### config.mk
export PLATFORM = sky130hd
export DESIGN_NAME = rssi_window_peak_statistics
export DESIGN_NICKNAME = d
export VERILOG_FILES = /design/src/hw/rtl/rwps_pkg.sv /design/src/hw/rtl/rwps_div.sv /design/src/hw/rtl/rwps_ctrl.sv /design/src/hw/rtl/rwps_dp.sv /design/src/hw/rtl/rssi_window_peak_statistics.sv
export SDC_FILE = /design/constraint.sdc
export NUM_CORES = 1
export LEC_CHECK = 0
export BUFFER_PORTS_ARGS = -buffer_cell sky130_fd_sc_hd__buf_2
export CELL_PAD_IN_SITES_DETAIL_PLACEMENT = 0
export CELL_PAD_IN_SITES_GLOBAL_PLACEMENT = 1
export CORE_MARGIN = 2
export CORE_UTILIZATION = 42
export CTS_CLUSTER_SIZE = 12
export DETAILED_ROUTE_END_ITERATION = 12
export PLACE_DENSITY_LB_ADDON = 0.1
export SLEW_MARGIN = 20
export SYNTH_ARGS = -nofsm -noshare
export SYNTH_HDL_FRONTEND = slang
export SYNTH_SLANG_ARGS = --single-unit
### constraint.sdc
create_clock -name clk_i -period 6 [get_ports clk_i]
set_input_delay 0.6 -clock clk_i [delete_from_list [all_inputs] [get_ports clk_i]]
set_output_delay 0.6 -clock clk_i [all_outputs]
set_load 0.02 [all_outputs]
### src/hw/rtl/rwps_pkg.sv
// ----------------------------------------------------------------------------
// rwps_pkg
// Shared types and constants for the signal strength window peak statistics.
// ----------------------------------------------------------------------------
`default_nettype none

package rwps_pkg;

  localparam int CMD_W    = 2;
  localparam int CODE_W   = 14;
  localparam int DBM_W    = 13;
  localparam int WLEN_W   = 10;
  localparam int CNT_W    = 7;
  localparam int SUM_W    = 15;
  localparam int BYTE_W   = 8;

  // input commands
  localparam logic [CMD_W-1:0] CMD_SAMPLE = 2'd0;
  localparam logic [CMD_W-1:0] CMD_START  = 2'd1;
  localparam logic [CMD_W-1:0] CMD_STOP   = 2'd2;

  // result kinds
  localparam logic KIND_PEAK    = 1'b0;
  localparam logic KIND_SUMMARY = 1'b1;

  localparam logic [CNT_W-1:0]         HISTORY_LIMIT       = 7'd100;
  localparam logic [CODE_W:0]          CODE_OFFSET         = 15'd16384;
  localparam logic signed [DBM_W-1:0]  WINDOW_START        = -13'sd200;
  localparam logic [WLEN_W-1:0]        WINDOW_RESET_LENGTH = 10'd500;

  // one quotient bit per step
  localparam int DIV_STEPS = SUM_W;

  // controller -> datapath
  typedef struct packed {
    logic item_load;
    logic start;
    logic sample_upd;
    logic peak_emit;
    logic div_start;
    logic summary_emit;
  } rwps_ctl_t;

  // datapath -> controller
  typedef struct packed {
    logic [CMD_W-1:0] cmd;
    logic             measuring;
    logic             window_done;
    logic             count_zero;
    logic             out_free;
    logic             div_busy;
  } rwps_sts_t;

endpackage

`default_nettype wire

### src/hw/rtl/rwps_div.sv
// ----------------------------------------------------------------------------
// rwps_div
// Restoring divider, history sum by history count, one quotient bit a cycle.
// ----------------------------------------------------------------------------
`default_nettype none

module rwps_div import rwps_pkg::*; (
  input  wire logic             clk_i,
  input  wire logic             rst_ni,
  input  wire logic             start_i,
  input  wire logic [SUM_W-1:0] dividend_i,
  input  wire logic [CNT_W-1:0] divisor_i,
  output logic                  busy_o,
  output logic [SUM_W-1:0]      quotient_o
);

  localparam int StepW = $clog2(DIV_STEPS);

  logic             busy_q, busy_d;
  logic [StepW-1:0] step_q, step_d;
  logic [CNT_W-1:0] rem_q, rem_d;
  logic [SUM_W-1:0] work_q, work_d;

  logic [CNT_W:0] trial;
  logic           fits;

  // work_q shifts dividend bits out at the top and quotient bits in at the bottom
  assign trial = {rem_q, work_q[SUM_W-1]};
  assign fits  = trial >= {1'b0, divisor_i};

  always_comb begin
    busy_d = busy_q;
    step_d = step_q;
    rem_d  = rem_q;
    work_d = work_q;
    if (start_i) begin
      busy_d = 1'b1;
      step_d = StepW'(DIV_STEPS - 1);
      rem_d  = '0;
      work_d = dividend_i;
    end else if (busy_q) begin
      rem_d  = fits ? CNT_W'(trial - {1'b0, divisor_i}) : trial[CNT_W-1:0];
      work_d = {work_q[SUM_W-2:0], fits};
      if (step_q == '0) begin
        busy_d = 1'b0;
      end else begin
        step_d = step_q - 1'b1;
      end
    end
  end

  always_ff @(posedge clk_i or negedge rst_ni) begin
    if (!rst_ni) begin
      busy_q <= 1'b0;
      step_q <= '0;
    end else begin
      busy_q <= busy_d;
      step_q <= step_d;
    end
  end

  always_ff @(posedge clk_i) begin
    rem_q  <= rem_d;
    work_q <= work_d;
  end

  assign busy_o     = busy_q;
  assign quotient_o = work_q;

endmodule

`default_nettype wire

### src/hw/rtl/rwps_ctrl.sv
// ----------------------------------------------------------------------------
// rwps_ctrl
// Sequencer: takes one word, runs it through the datapath, waits on the
// divider and on the output register where needed.
// ----------------------------------------------------------------------------
`default_nettype none

module rwps_ctrl import rwps_pkg::*; (
  input  wire logic      clk_i,
  input  wire logic      rst_ni,
  input  wire logic      in_valid_i,
  output logic           in_stall_o,
  input  wire rwps_sts_t sts_i,
  output rwps_ctl_t      ctl_o
);

  localparam logic [1:0] ST_IDLE   = 2'd0;
  localparam logic [1:0] ST_EXEC   = 2'd1;
  localparam logic [1:0] ST_DIV    = 2'd2;
  localparam logic [1:0] ST_REPORT = 2'd3;

  logic [1:0] state_q, state_d;

  assign in_stall_o = (state_q != ST_IDLE);

  always_comb begin
    state_d = state_q;
    ctl_o   = '0;
    case (state_q)
      ST_IDLE: begin
        if (in_valid_i) begin
          ctl_o.item_load = 1'b1;
          state_d         = ST_EXEC;
        end
      end
      ST_EXEC: begin
        case (sts_i.cmd)
          CMD_START: begin
            ctl_o.start = 1'b1;
            state_d     = ST_IDLE;
          end
          CMD_STOP: begin
            if (sts_i.count_zero) begin
              state_d = ST_REPORT;
            end else begin
              ctl_o.div_start = 1'b1;
              state_d         = ST_DIV;
            end
          end
          CMD_SAMPLE: begin
            if (!sts_i.measuring) begin
              state_d = ST_IDLE;
            end else if (!sts_i.window_done) begin
              ctl_o.sample_upd = 1'b1;
              state_d          = ST_IDLE;
            end else if (sts_i.out_free) begin
              ctl_o.peak_emit = 1'b1;
              state_d         = ST_IDLE;
            end
          end
          default: begin
            state_d = ST_IDLE;
          end
        endcase
      end
      ST_DIV: begin
        if (!sts_i.div_busy) begin
          state_d = ST_REPORT;
        end
      end
      ST_REPORT: begin
        if (sts_i.out_free) begin
          ctl_o.summary_emit = 1'b1;
          state_d            = ST_IDLE;
        end
      end
      default: begin
        state_d = ST_IDLE;
      end
    endcase
  end

  always_ff @(posedge clk_i or negedge rst_ni) begin
    if (!rst_ni) begin
      state_q <= ST_IDLE;
    end else begin
      state_q <= state_d;
    end
  end

endmodule

`default_nettype wire

### src/hw/rtl/rwps_dp.sv
// ----------------------------------------------------------------------------
// rwps_dp
// Datapath: word register, window peak tracking, history statistics,
// mean divider and output register.
// ----------------------------------------------------------------------------
`default_nettype none

module rwps_dp import rwps_pkg::*; (
  input  wire logic              clk_i,
  input  wire logic              rst_ni,
  input  wire rwps_ctl_t         ctl_i,
  output rwps_sts_t              sts_o,
  input  wire logic [CMD_W-1:0]  cmd_i,
  input  wire logic [CODE_W-1:0] raw_code_i,
  input  wire logic              cfg_valid_i,
  input  wire logic [WLEN_W-1:0] cfg_wdata_i,
  input  wire logic              out_stall_i,
  output logic                   out_valid_o,
  output logic                   kind_o,
  output logic [BYTE_W-1:0]      peak_magnitude_o,
  output logic [BYTE_W-1:0]      mean_value_o,
  output logic [BYTE_W-1:0]      largest_value_o,
  output logic [BYTE_W-1:0]      smallest_value_o,
  output logic                   empty_history_o
);

  // word register
  logic [CMD_W-1:0]  cmd_q;
  logic [CODE_W-1:0] code_q;

  // measurement state
  logic                    measuring_q, measuring_d;
  logic [WLEN_W-1:0]       wlen_q;
  logic [WLEN_W-1:0]       wcnt_q, wcnt_d;
  logic signed [DBM_W-1:0] wmax_q, wmax_d;
  logic [CNT_W-1:0]        hcnt_q, hcnt_d;
  logic [SUM_W-1:0]        hsum_q, hsum_d;
  logic [BYTE_W-1:0]       hmin_q, hmin_d;
  logic [BYTE_W-1:0]       hmax_q, hmax_d;

  // output register
  logic              out_valid_q, out_valid_d;
  logic              kind_q;
  logic [BYTE_W-1:0] peak_q, mean_q, large_q, small_q;
  logic              empty_q;

  logic [CODE_W:0]         diff;
  logic [DBM_W-1:0]        mag_in;
  logic signed [DBM_W-1:0] dbm, base, new_max;
  logic [DBM_W-1:0]        max_abs;
  logic [BYTE_W-1:0]       peak_mag;
  logic [WLEN_W-1:0]       wcnt_inc;
  logic                    window_done;
  logic                    count_zero;
  logic                    out_free;
  logic                    div_busy;
  logic [SUM_W-1:0]        quotient;

  rwps_div u_div (
    .clk_i      (clk_i),
    .rst_ni     (rst_ni),
    .start_i    (ctl_i.div_start),
    .dividend_i (hsum_q),
    .divisor_i  (hcnt_q),
    .busy_o     (div_busy),
    .quotient_o (quotient)
  );

  // dBm = -((16384 - code) >> 2), always in -4096..0
  assign diff     = CODE_OFFSET - {1'b0, code_q};
  assign mag_in   = diff[CODE_W:2];
  assign dbm      = signed'(DBM_W'(13'd0 - mag_in));
  assign base     = (wcnt_q == '0) ? WINDOW_START : wmax_q;
  assign new_max  = (dbm > base) ? dbm : base;
  assign max_abs  = new_max[DBM_W-1] ? DBM_W'(13'd0 - new_max) : new_max;
  assign peak_mag = max_abs[BYTE_W-1:0];

  assign wcnt_inc    = wcnt_q + 1'b1;
  assign window_done = (wcnt_inc >= wlen_q);
  assign count_zero  = (hcnt_q == '0);
  assign out_free    = !out_valid_q || !out_stall_i;

  assign sts_o.cmd         = cmd_q;
  assign sts_o.measuring   = measuring_q;
  assign sts_o.window_done = window_done;
  assign sts_o.count_zero  = count_zero;
  assign sts_o.out_free    = out_free;
  assign sts_o.div_busy    = div_busy;

  always_comb begin
    measuring_d = measuring_q;
    wcnt_d      = wcnt_q;
    wmax_d      = wmax_q;
    hcnt_d      = hcnt_q;
    hsum_d      = hsum_q;
    hmin_d      = hmin_q;
    hmax_d      = hmax_q;
    if (ctl_i.start) begin
      measuring_d = 1'b1;
      wcnt_d      = '0;
      wmax_d      = WINDOW_START;
    end
    if (ctl_i.sample_upd) begin
      wcnt_d = wcnt_inc;
      wmax_d = new_max;
    end
    if (ctl_i.peak_emit) begin
      wcnt_d = '0;
      wmax_d = new_max;
      // full history: peak still goes out, just not recorded
      if (hcnt_q < HISTORY_LIMIT) begin
        hsum_d = SUM_W'(hsum_q + {7'd0, peak_mag});
        hcnt_d = hcnt_q + 1'b1;
        if (count_zero || peak_mag < hmin_q) begin
          hmin_d = peak_mag;
        end
        if (count_zero || peak_mag > hmax_q) begin
          hmax_d = peak_mag;
        end
      end
    end
    if (ctl_i.summary_emit) begin
      measuring_d = 1'b0;
      hcnt_d      = '0;
      hsum_d      = '0;
      hmin_d      = '0;
      hmax_d      = '0;
    end
  end

  assign out_valid_d = (ctl_i.peak_emit || ctl_i.summary_emit) ? 1'b1
                                                               : (out_valid_q && out_stall_i);

  always_ff @(posedge clk_i or negedge rst_ni) begin
    if (!rst_ni) begin
      measuring_q <= 1'b0;
      wlen_q      <= WINDOW_RESET_LENGTH;
      wcnt_q      <= '0;
      wmax_q      <= WINDOW_START;
      hcnt_q      <= '0;
      hsum_q      <= '0;
      hmin_q      <= '0;
      hmax_q      <= '0;
      out_valid_q <= 1'b0;
    end else begin
      measuring_q <= measuring_d;
      wcnt_q      <= wcnt_d;
      wmax_q      <= wmax_d;
      hcnt_q      <= hcnt_d;
      hsum_q      <= hsum_d;
      hmin_q      <= hmin_d;
      hmax_q      <= hmax_d;
      out_valid_q <= out_valid_d;
      if (cfg_valid_i) begin
        wlen_q <= cfg_wdata_i;
      end
    end
  end

  always_ff @(posedge clk_i) begin
    if (ctl_i.item_load) begin
      cmd_q  <= cmd_i;
      code_q <= raw_code_i;
    end
    if (ctl_i.peak_emit) begin
      kind_q  <= KIND_PEAK;
      peak_q  <= peak_mag;
      mean_q  <= '0;
      large_q <= '0;
      small_q <= '0;
      empty_q <= 1'b0;
    end else if (ctl_i.summary_emit) begin
      kind_q  <= KIND_SUMMARY;
      peak_q  <= '0;
      mean_q  <= count_zero ? '0 : quotient[BYTE_W-1:0];
      large_q <= count_zero ? '0 : hmax_q;
      small_q <= count_zero ? '0 : hmin_q;
      empty_q <= count_zero;
    end
  end

  assign out_valid_o      = out_valid_q;
  assign kind_o           = kind_q;
  assign peak_magnitude_o = peak_q;
  assign mean_value_o     = mean_q;
  assign largest_value_o  = large_q;
  assign smallest_value_o = small_q;
  assign empty_history_o  = empty_q;

  a_emit_slot_free: assert property (@(posedge clk_i) disable iff (!rst_ni)
    (ctl_i.peak_emit || ctl_i.summary_emit) |-> out_free)
    else $error("result loaded over a word not yet taken");

  a_hist_bound: assert property (@(posedge clk_i) disable iff (!rst_ni)
    hcnt_q <= HISTORY_LIMIT)
    else $error("history count past limit");

  a_summary_clears: assert property (@(posedge clk_i) disable iff (!rst_ni)
    ctl_i.summary_emit |=> (hcnt_q == '0 && hsum_q == '0 && !measuring_q))
    else $error("history not cleared after summary");

  a_div_launch: assert property (@(posedge clk_i) disable iff (!rst_ni)
    ctl_i.div_start |=> div_busy)
    else $error("divider did not start");

  a_stop_only_fall: assert property (@(posedge clk_i) disable iff (!rst_ni)
    $fell(measuring_q) |-> $past(ctl_i.summary_emit))
    else $error("measurement ended without a summary");

endmodule

`default_nettype wire

### src/hw/rtl/rssi_window_peak_statistics.sv
// ----------------------------------------------------------------------------
// rssi_window_peak_statistics
// Signal strength window peak tracker with stop-time history summary.
// ----------------------------------------------------------------------------
// One input word is handled at a time. A sample or start word is accepted,
// then executed. A stop word with an empty history is accepted, executed and
// reported; otherwise the mean comes from a serial restoring divider that
// makes one of 15 quotient bits per cycle, then the sequencer sees the divider
// done and reports. A word that must produce a
// result holds the block until the output register is free, so a stalled
// output adds its stall cycles to that word. Results sit in an output
// register, so the next word is accepted while a result still waits.
// The window length register may be written at any time the block is idle.
`default_nettype none

module rssi_window_peak_statistics import rwps_pkg::*; (
  input  wire logic              clk_i,
  input  wire logic              rst_ni,
  input  wire logic              in_valid_i,
  output logic                   in_stall_o,
  input  wire logic [CMD_W-1:0]  cmd_i,
  input  wire logic [CODE_W-1:0] raw_code_i,
  input  wire logic              cfg_valid_i,
  output logic                   cfg_ready_o,
  input  wire logic [WLEN_W-1:0] cfg_wdata_i,
  output logic                   out_valid_o,
  input  wire logic              out_stall_i,
  output logic                   kind_o,
  output logic [BYTE_W-1:0]      peak_magnitude_o,
  output logic [BYTE_W-1:0]      mean_value_o,
  output logic [BYTE_W-1:0]      largest_value_o,
  output logic [BYTE_W-1:0]      smallest_value_o,
  output logic                   empty_history_o
);

  rwps_ctl_t ctl;
  rwps_sts_t sts;

  assign cfg_ready_o = 1'b1;

  rwps_ctrl u_ctrl (
    .clk_i      (clk_i),
    .rst_ni     (rst_ni),
    .in_valid_i (in_valid_i),
    .in_stall_o (in_stall_o),
    .sts_i      (sts),
    .ctl_o      (ctl)
  );

  rwps_dp u_dp (
    .clk_i            (clk_i),
    .rst_ni           (rst_ni),
    .ctl_i            (ctl),
    .sts_o            (sts),
    .cmd_i            (cmd_i),
    .raw_code_i       (raw_code_i),
    .cfg_valid_i      (cfg_valid_i),
    .cfg_wdata_i      (cfg_wdata_i),
    .out_stall_i      (out_stall_i),
    .out_valid_o      (out_valid_o),
    .kind_o           (kind_o),
    .peak_magnitude_o (peak_magnitude_o),
    .mean_value_o     (mean_value_o),
    .largest_value_o  (largest_value_o),
    .smallest_value_o (smallest_value_o),
    .empty_history_o  (empty_history_o)
  );

endmodule

`default_nettype wire

==> flow_results.org <==
** Power and ir drop
- Power spent charging and discharging nets :: approximately 2.3 mW
- Power spread over the standard cell area amounts to ~540 nW/um2.
- Of the total power, registers draw 0.277.
- The share of total power dissipated in the clock network is 0.191.
- Final Total Pwr :: around 5.6 mW
- The share of total power dissipated in combinational logic is 0.532.
- Of the total power, the share spent switching nets is 0.403.
- Highest ir drop seen on vdd :: approximately 0.00024 V
- Cell internal power was estimated by the tool at approximately 3.4 mW.
- For this design the static power due to leakage is approximately 4.7 nW.

** Cells and area
- At the end of the flow, the number of nets in the layout was around 1100.
- Share of post-route cells with drive strength above 1 :: 0.248
- Final Non-Filler Cells :: approximately 1300
- Design Area, Final :: 10400 um2
- P&R area growth vs syn :: 25.0%
- The repair_antennas step left the layout with diodes totalling 0.

** Floorplanning
- Chip Width :: about 140 um
- Std cell rows :: 51
- The floorplan step defined a core boundary enclosing around 19000 um2.
- I/O pin total :: 68
- Die height :: roughly 140 um
- Area of the die :: about 21000 um2
- For this configuration, the core starts out at a cell density of 0.427.

** Drt
- In the final routed layout, each cell accounts on average for between 15 and 20 um.
- After detailed routing, the number of vias per cell comes to 5.24.
- The detail route stage leaves a number of antenna-violating nets equal to 0.
- For this run, the detailed router's first-pass iteration total came to 4.
- Summed over all layers, the routed wires come to ~20000 um.
- In this run, the number of DRC markers left after iteration 0 of detailed routing was 328.
- Count of unresolved DRC violations after routing :: 0
- Routed vias :: ~6700

** GRT
- Overall routing resource usage :: 0.199
- Antenna violations before repair :: 0
- The first global-routing pass estimated between 30000 and 40000 um of wire.
- Via count of the first global-routing pass :: around 6600
- Entering global routing, the biggest net connects 80 pins.
- Summed over all layers, the global routing overflow is 0.

** Worst setup path
- Together, buffers and inverters on the worst path number 5.
- Highest net fanout along the worst path :: 4
- Crit start category :: flop
- Worst EP required :: between 6 and 7 ns
- The worst setup path is captured at a flop.
- At the worst endpoint, the arrival time is 6.13 ns.
- The slowest stage of the critical path is the or4_1 cell.
- The kind of cell with the highest combined delay along the critical path is simple AND/OR/NAND/NOR gates.
- Peak per-stage delay on the critical path :: roughly 0.48 ns
- The critical path in this run is classified as reg -> reg.

** Clocking
- TritonCTS created 17 clock buffers.
- Insertion delay of the later-clocked pin in the worst-skew pair :: between 0.4 and 0.5 ns
- Clock tree from TritonCTS :: built
- The clock tree synthesis step divided the H-tree into 4 levels.
- The tree is rooted in a clkbuf_16.
- After clock tree synthesis, the clock-pin slew on the worst setup and hold paths is about 0.07 ns.
- Clock Sinks :: about 150
- Clock Path Buffers :: 2

** STA
- Headroom to the max-slew limit came out at 0.413.
- At the pin with the least slew margin, the transition time is 0.879 ns.
- Setup ws final :: roughly 0.23 ns
- For this run, the top clock speed supported by timing is 173 MHz.
- Setup repair after global routing could not meet its margin everywhere.
- Dividing the final minimum period by the clock period gives 0.961.
- For the final database, setup skew stands at 0.00988 ns.
- The count of final max-slew check failures was 0.
- The final count of hold timing violations is 0.
- Setup violations remaining at the end of the flow were counted as 0.
- Post-route minimum period :: ~5.8 ns

** Logic synthesis
- Among all flip-flop cells after synthesis, the most frequent one is dfrtp_1.
- Post-synth design cell area :: 8310 um2
- In the synthesized netlist the async set-or-reset flop fraction comes to 0.526.
- The largest total area in the synthesized netlist belongs to dfrtp_1.
- Synthesized area per cell :: 9.48 um2
- Synthesis produced a netlist with a net count of about 970.
- Of the post-synthesis cell area, the dominant cell type holds 0.199.
- The synthesized design contains 152 register bits.
- Yosys mapped a number of flops with a built-in enable equal to 39.
- Synthesized netlist cell count :: between 800 and 900
- Ranked by total cell area, the synthesized netlist is headed by dfrtp_1 (20%), edfxtp_1 (14%), ha_1 (9.0%), dfxtp_1 (8.0%), nand2_1 (4.9%).
- Cell types with the highest counts after synthesis :: nand2_1 (108), nor2_1 (82), inv_1 (69)
- The share of the Yosys chip area taken by registers is 0.464.
- During synthesis, Yosys emitted a total of 0 warnings.
- Post-synth cell types :: 58
- In the post-synthesis netlist, the cell with the most instances is nand2_1.

** Place
- Cell count after placement :: approximately 1200
- Summing all placed instances gives a cell area of ~9300 um2.
- Before CTS, the worst setup slack after placement is -0.215 ns.
- In this run the tool buffered the top-level ports with 66 buffer cells.
- HPWL after detailed placement :: approximately 14000 um
- RePlAce Congestion :: 0.829

** Hold path
- Path class of the lowest-slack min-delay path :: in -> async

** Outcome
- The flow ran to the end, and the final reports show no timing, DRC or antenna violations.

** Run
- Max-cap violation count :: 0
## logic make-up (layout without fill, tap and decap cells)
group | after synthesis | count (layout) | share of synthesized area
and+or+nand+nor | 300 | 300 | 0.167
xor gates and xnor gates | 44 | 44 | 0.0473
other | 1 | 1 | 0.000451
muxes | 20 | 20 | 0.0245
AOI/OAI and AO/OA | 196 | 196 | 0.156
DFF | 152 | 152 | 0.464
buffers and inverters | 101 | 243 | 0.0462
adders and majority gates | 62 | 62 | 0.0952
## flip-flops by register name, indices dropped and copies added, names as in the netlist, 7 cells and up
name	count
u_dp.hmax_q	8
u_dp.largest_value_o	8
u_dp.smallest_value_o	8
u_dp.mean_value_o	8
u_dp.wcnt_q	10
u_dp.wlen_q	10
u_dp.u_div.quotient_o	15
u_dp.hmin_q	8
u_dp.u_div.rem_q	7
u_dp.code_q	14
u_dp.wmax_q	13
u_dp.hcnt_q	7
u_dp.hsum_q	15
u_dp.peak_magnitude_o	8
## stage by stage
step	utilization	setup TNS, ns	hold WS (ns)
2_1_floorplan	-	0	0.304
3_3_place_gp	0.479	0	0.451
3_5_place_dp	0.479	-2.08	0.456
4_1_cts	0.511	-0.00000488	0.0993
5_1_grt	0.534	-1.15	0.0981
6_report	0.534	0	0.115
## path summary, 6_finish.rpt
kind / from / end / slack, ns / cells after the start
min in group clk_i: raw_code_i[3] / u_dp.code_q[3] / 0.34 / 1
worst min register to register: u_dp.kind_o / u_dp.kind_o / 0.47 / 1
worst min-delay path: rst_ni / u_dp.wmax_q[8] / 0.12 / 1
worst max-delay path: u_dp.code_q[1] / u_dp.hsum_q[12] / 0.23 / 30
worst max register to register: u_dp.code_q[1] / u_dp.hsum_q[12] / 0.23 / 30
max in group asynchronous: rst_ni / u_dp.hcnt_q[0] / 5.14 / 2
## routing by layer
metal  up-vias  global-route usage  share of wire
met5         -                   0              0
met4         0              0.0700          0.016
met3        25              0.0364          0.024
met2       103               0.343           0.51
met1      3243               0.251           0.45
li1       3349                   -              -
## cell usage in the layout, fill, tap and decap left out, drive strengths merged, types with 9 or more instances in the layout
cell    synthesis  layout
nor2           82      82
dfxtp          33      33
a22o           32      32
dfstp          14      14
mux2i          17      17
nor2b           9       9
nand3          25      25
o21ai          65      65
ha             60      60
nor3           14      14
nand4          17      17
buf             3     142
or3            12      12
xnor2          25      25
edfxtp         39      39
nand2         108     108
xor2           19      19
a211oi         11      11
dfrtp          66      66
clkbuf         29      20
a21o           11      11
inv            69      73
a21oi          29      29
## cell type report
type	count	area, um2
clock buffer	20	478
clock inverter	12	114
fill	1779	9080
inverter	69	259
multi-input combinational	623	4420
sequential	152	3850
tap	265	332
timing repair buffer	142	935
## power by group through the flow
stage	Combinational [mW]	Sequential [mW]	Clock (mW)
after floorplan	1.57	1.58	0
after global placement	2.49	1.56	0
after detailed placement	2.58	1.56	0
after CTS	2.61	1.55	1.09
after global routing	3.29	1.59	1.14
final	2.99	1.55	1.07
## repair_timing
action                     4_1_cts  5_1_grt
buffers inserted                 0       14
resized for setup                9       70
hold buffers                     0        0
setup endpoints to repair       23       26
pin swaps                        0       33
gates cloned                     0        0
Power figures use the tool's default switching activity.
